**config.mk**
```make
export PLATFORM = sky130hd
export DESIGN_NAME = fawlm_div
export DESIGN_NICKNAME = d
export VERILOG_FILES = /design/src/rtl/core/fawlm_pkg.sv /design/src/rtl/core/fawlm_div.sv
export SDC_FILE = /design/constraint.sdc
export NUM_CORES = 1
export LEC_CHECK = 0
export BUFFER_PORTS_ARGS = -buffer_cell sky130_fd_sc_hd__buf_4
export CAP_MARGIN = 20
export CORE_MARGIN = 1
export CORE_UTILIZATION = 63
export CTS_CLUSTER_SIZE = 28
export DETAILED_ROUTE_END_ITERATION = 10
export PLACE_DENSITY = 0.95
export SYNTH_ARGS = -nofsm -noshare
export SYNTH_HDL_FRONTEND = slang
export SYNTH_SLANG_ARGS = --single-unit
```
**constraint.sdc**
```tcl
create_clock -name clk -period 6.1 [get_ports clk]
set_input_delay 0.305 -clock clk [delete_from_list [all_inputs] [get_ports clk]]
set_output_delay 0.305 -clock clk [all_outputs]
set_load 0.005 [all_outputs]
```
**src/rtl/core/fawlm_pkg.sv**
```systemverilog
// fawlm_pkg: shared types and constants for the frame average window level map
// depends on nothing
package fawlm_pkg;

  localparam int PIX_W   = 32;
  localparam int MEAN_W  = 40;
  localparam int IDX_W   = 8;
  localparam int CNT_W   = 16;
  localparam int CFG_IW  = 3;
  localparam int CFG_DW  = 32;

  localparam logic [CFG_IW-1:0] REG_AUTO_SCALE = 3'd0;
  localparam logic [CFG_IW-1:0] REG_AUTO_MIN   = 3'd1;
  localparam logic [CFG_IW-1:0] REG_AUTO_MAX   = 3'd2;
  localparam logic [CFG_IW-1:0] REG_SLIDER_MIN = 3'd3;
  localparam logic [CFG_IW-1:0] REG_SLIDER_MAX = 3'd4;
  localparam logic [CFG_IW-1:0] REG_ACC_ON     = 3'd5;
  localparam logic [CFG_IW-1:0] REG_PPF        = 3'd6;

  localparam logic [IDX_W-1:0] IDX_LOW  = 8'd1;
  localparam logic [IDX_W-1:0] IDX_HIGH = 8'd254;

  typedef enum logic [2:0] {
    ST_IDLE,
    ST_READ,
    ST_DIV_MEAN,
    ST_DIV_LEVEL,
    ST_OUT
  } state_t;

  // divider request/response
  typedef struct packed {
    logic              start;
    logic signed [63:0] num;
    logic signed [47:0] den;
  } div_req_t;

  typedef struct packed {
    logic               done;
    logic signed [63:0] quo;
    logic signed [63:0] rem;
  } div_rsp_t;

endpackage

```
**src/rtl/core/fawlm_div.sv**
```systemverilog
// fawlm_div: shared iterative signed divider, one quotient bit per cycle
// depends on fawlm_pkg; truncates toward zero, remainder takes sign of numerator
module fawlm_div
  import fawlm_pkg::*;
(
  input  logic     clk,
  input  logic     rst_n,
  input  div_req_t req,
  output div_rsp_t rsp
);

  logic [63:0] quo_r, quo_nxt;
  logic [63:0] rem_r, rem_nxt;
  logic [47:0] den_r, den_nxt;
  logic        nneg_r, nneg_nxt, qneg_r, qneg_nxt;
  logic [6:0]  cnt_r, cnt_nxt;
  logic        busy_r, busy_nxt;
  logic        done_r, done_nxt;
  logic [64:0] trial;
  logic [63:0] shifted;

  // restoring step
  always_comb begin
    shifted  = {rem_r[62:0], quo_r[63]};
    trial    = {1'b0, shifted} - {17'd0, den_r};
    quo_nxt  = quo_r;
    rem_nxt  = rem_r;
    den_nxt  = den_r;
    nneg_nxt = nneg_r;
    qneg_nxt = qneg_r;
    cnt_nxt  = cnt_r;
    busy_nxt = busy_r;
    done_nxt = 1'b0;
    if (req.start) begin
      quo_nxt  = req.num[63] ? 64'(-req.num) : req.num;
      rem_nxt  = '0;
      den_nxt  = req.den[47] ? 48'(-req.den) : req.den;
      nneg_nxt = req.num[63];
      qneg_nxt = req.num[63] ^ req.den[47];
      cnt_nxt  = 7'd64;
      busy_nxt = 1'b1;
    end else if (busy_r) begin
      if (!trial[64]) begin
        rem_nxt = trial[63:0];
        quo_nxt = {quo_r[62:0], 1'b1};
      end else begin
        rem_nxt = shifted;
        quo_nxt = {quo_r[62:0], 1'b0};
      end
      cnt_nxt = cnt_r - 7'd1;
      if (cnt_r == 7'd1) begin
        busy_nxt = 1'b0;
        done_nxt = 1'b1;
      end
    end
  end

  always_ff @(posedge clk) begin
    if (!rst_n) begin
      busy_r <= 1'b0;
      done_r <= 1'b0;
      cnt_r  <= '0;
    end else begin
      busy_r <= busy_nxt;
      done_r <= done_nxt;
      cnt_r  <= cnt_nxt;
    end
    quo_r  <= quo_nxt;
    rem_r  <= rem_nxt;
    den_r  <= den_nxt;
    nneg_r <= nneg_nxt;
    qneg_r <= qneg_nxt;
  end

  assign rsp.done = done_r;
  assign rsp.quo  = qneg_r ? 64'(-quo_r) : quo_r;
  assign rsp.rem  = nneg_r ? 64'(-rem_r) : rem_r;

endmodule

```
* Word level (Yosys, flattened, before mapping) *
Cells that the tools add are included.

operators by class
  $add $sub $neg = 6
  equality and inequality tests = 1
  mux-type cells = 14
  bitwise operators = 3
  reduce and logical (&&, ||, !) cells = 3

operators with widths
  operator               count
  $mux W64               6
  $neg A64 Y64           3
  $sub A64 B48 Y65       1
  $neg A48 Y48           1
  $mux W47               1
  $mux W7                2
  $eq A7 B1 Y1 const B   1
  $sub A7 B1 Y7 const B  1
  $mux W1                5
  $reduce_or A3 Y1       1
  $not A1 Y1             2
  $reduce_bool A2 Y1     1
  $reduce_or A2 Y1       1
  $xor A1 B1 Y1          1

storage, ports and cells
  register bits = 187
  bits of input ports = 115
  output and inout bits = 129

* Depth between registers and ports, before layout *
  depth after elaboration = 4
  gate-level depth with buffers = 14
  gate-level depth less buffers = 12

* Worst setup path before layout *
Ideal clock, no wire load.

  path kind = reg-to-output
  start point = reg rem_r[6]
  end point = out rsp[53] (netlist bit)
  data arrival time = 3.380 ns
  path slack = 2.415 ns
  stages on the path, launching flop included = 12
  path through = dfxtp_1 -> or4_1 -> or3_1 -> or3_1 -> clkbuf_1 -> or3_1 -> buf_2 -> or3_4 -> or2_1 -> or3_4 -> o21ai_1 -> xnor2_1

RTL lines
  element                 line             source
  from (decl)             fawlm_div.sv:13  logic [63:0] rem_r, rem_nxt;
  from (signal assigned)  fawlm_div.sv:69  rem_r <= rem_nxt;
  to (decl)               fawlm_div.sv:9   output div_rsp_t rsp

==> impl_metrics.yaml <==
outcome:
  status: "complete, no violations"
sta:
  tightest_slew_ns: 1.036
  max_freq_ghz: 0.2159
  final_hold_viol_count: 0
  setup_violations: 0
  fin_crit_ns: 4.632
  tns_ns: 0
  rsz0062_at_grt: "false"
  slew_headroom_pct: 30.03
  final.period_utilization_pct: 75.94
  report.final.slew_viol_count: 0
  fin_worst_skew_ns: 0.01267
die:
  ios: 244
  dieArea_mm2: 0.02482
  die_y_um: 157.6
  core_area_mm2: 0.02361
  start_util_pct: 64.56
  rows: 56
  die_w_um: 157.6
logic_synthesis:
  syn-instance-count: 1862
  synth_edf_count: 114
  async_reset_ff_share_pct: 0
  ys_types: 68
  syn_area_mm2: 0.01524
  synth_flop_cell: "edfxtp_1"
  syn_area_per_cell_um2: 8.187
  synth-seq-cells: 187
  syn-num-nets: 2032
  synth-seq-area-share_pct: 32.04
  yosysWarnings: 0
clock_tree:
  clockBufferDepth: 2
  cts-resized-gates: 0
  cts_setup_buffers: 0
  numCtsBuffers: 17
  clockRootBuffer: "clkbuf_16"
  clk_latency_ns: 0.45
  clkTransAtPathRegs_ns: 0.07
  h-tree-depth: 4
  cts_tree: "done"
  cts_hold_buf: 0
  cts.sinks: 187
finish:
  fin_area_mm2: 0.01778
  nets: 2204
  drive_above_1_share_pct: 15.14
  regArea_mm2: 0.004888
  n_fill_cell: 1712
  diodes: 0
  final_common_cell: "buf_4"
  syn_to_final_growth_pct: 16.67
  multiInputGateArea_mm2: 0.009649
  final_cell_mix: "251 x buf_4, 210 x xnor2_1, 196 x nand2_1, 172 x nor2_1, 126 x a21oi_1"
pwr:
  clock_power_share_pct: 24.2
  p_leak_nw: 6.852
  p_comb_share_pct: 40.1
  max-vdd-ir-drop_v: 0.0001796
  p_int_mw: 3.016
  p_sw_mw: 1.737
  p_seq_share_pct: 35.6
  p_per_area_mw_per_mm2: 267.3
  p_sw_share_pct: 36.54
critical_path:
  start_kind: "flip-flop"
  slowest_stage: "or4_1"
  path_cells: "or4_1 > or3_1 > or3_1 > or3_1 > or3_4 > or2_1 > or3_4 > o21ai_1 > xnor2_1 > buf_4"
  cp_max_fo: 8
  crit_required_ns: 5.79
  setup.worst_path.end_class: "output port"
  crit_type: "flip-flop to output port"
  crit_path_frequent_cell: "or3_1"
  slowest_delay_ns: 0.61
  cp_data_arrival_time_ns: 4.33
detailed_routing:
  vias_per_cell: 6.457
  drc: 0
  drtPass1Iterations: 6
  num_vias: 15280
  avgRoutedWirePerCell_um: 18.77
  wirelength_um: 44410
  drtIter0Drc: 2029
  ant_nets: 0
place:
  dp_hpwl_um: 32800
  gp_congestion: 1.038
  dpl-instance-area_mm2: 0.01715
  portBuffers: 243
min_path:
  hold_path.class: "input pin to flip-flop"
global_route:
  first_global_vias: 14160
  grt_util_all_layers_pct: 35.57
  antenna_found_initial: 0
  grt_max_degree: 111
  grt_overflow: 0
  grt_pass1_wl_um: 70070
flow_run:
  cap_viol_max_count: 0
## cell usage after synthesis, types with 7 or more instances
library cell  instances  area (µm²)
xnor2_1             210        1839
nand2_1             196       735.7
nor2_1              173       649.4
a21oi_1             126       630.6
o21ai_0             122       610.6
edfxtp_1            114        3423
clkbuf_1             89       334.1
inv_1                85       319.1
xor2_1               76       665.6
o31ai_1              74       555.5
dfxtp_1              73        1461
or3_1                63       394.1
ha_1                 54       675.7
or4_1                40       300.3
nor3_1               38       190.2
a311oi_1             31       271.5
o41ai_1              31       271.5
a211oi_1             21       157.7
nand3_1              20       100.1
nor4_1               19       118.9
nand2b_1             16       100.1
nand4_1              16       100.1
a21o_1               14       105.1
o21bai_1             13       97.59
or2_2                13       81.33
o211ai_1             12       90.09
a21boi_0              9       67.56
nor2b_1               9       56.30
a31oi_1               8       50.05
buf_1                 7       26.28
o21a_1                7       52.55
## critical path: cells and delay by family, from the launching register on
kind / cells / cell delay, ns
compound gates: 1 / 0.18
xor+xnor: 1 / 0.14
buf+inv: 1 / 0.14
flops: 1 / 0.39
simple gates: 7 / 3.03
## sequential cells by signal (all words and copies together) (netlist names)
register	cells
quo_r	64
rem_r	64
den_r	48
cnt_r	7
busy_r	1
done_r	1
nneg_r	1
qneg_r	1
## cell type report
type                    instances  share of cell area [%]
inverters                      85                   1.794
multi-input cells            1489                   54.26
well taps                     319                   2.244
clock inverters                14                  0.9638
flip-flops and latches        187                   27.49
clock buffers                  18                   2.413
repair buffers                254                   10.84
## power groups by stage
| stage | clock [mW] | combinational (mW) | sequential (mW) |
|---|---|---|---|
| after global routing | 1.20 | 2.07 | 1.71 |
| after detailed placement | 0 | 1.84 | 1.71 |
| after global placement | 0 | 1.80 | 1.70 |
| after floorplan | 0 | 1.20 | 1.65 |
| after CTS | 1.15 | 1.87 | 1.68 |
| final | 1.15 | 1.91 | 1.69 |
## worst paths after layout
check	startpoint	end	cells after the start	slack, ns
hold reg to reg	cnt_r[0]	cnt_r[0]	2	0.51
setup / recovery	rem_r[6]	rsp[53]	10	1.47
hold / removal	req[0]	den_r[0]	1	0.05
setup reg to reg	rem_r[9]	rem_r[47]	10	1.84
## logic make-up after synthesis
family          count (synthesis)  share of synthesized area [%]
mux                             7                         0.4679
buf+inv                       186                          4.670
compound gates                508                          21.67
fa+ha+maj                      55                          4.564
flops                         187                          32.04
simple gates                  633                          20.15
xor+xnor                      286                          16.43
## stage by stage
stage	setup slack [ns]	power (mW)	cells	hold WS (ns)	utilization, %
after floorplan	2.415	2.844	1862	0.4039	-
after global placement	2.025	3.496	2332	0.4737	72.64
after detailed placement	2.004	3.555	2332	0.4826	72.64
after CTS	1.511	4.699	2364	0.05434	75.18
after global routing	1.242	4.982	2366	0.05659	75.32
final	1.468	4.753	2366	0.05276	75.32
## per-layer routing
layer | vias to the layer above | wire length [µm] | track usage (%) | share of wire, %
met5 | - | 0 | 0 | 0
met4 | 0 | 1885 | 18.03 | 4.2
met3 | 158 | 4181 | 5.947 | 9.4
met2 | 881 | 20980 | 58.28 | 47
met1 | 7136 | 17360 | 45.20 | 39
li1 | 7103 | - | - | -
Note: power is estimated with default switching activity, not from simulation.
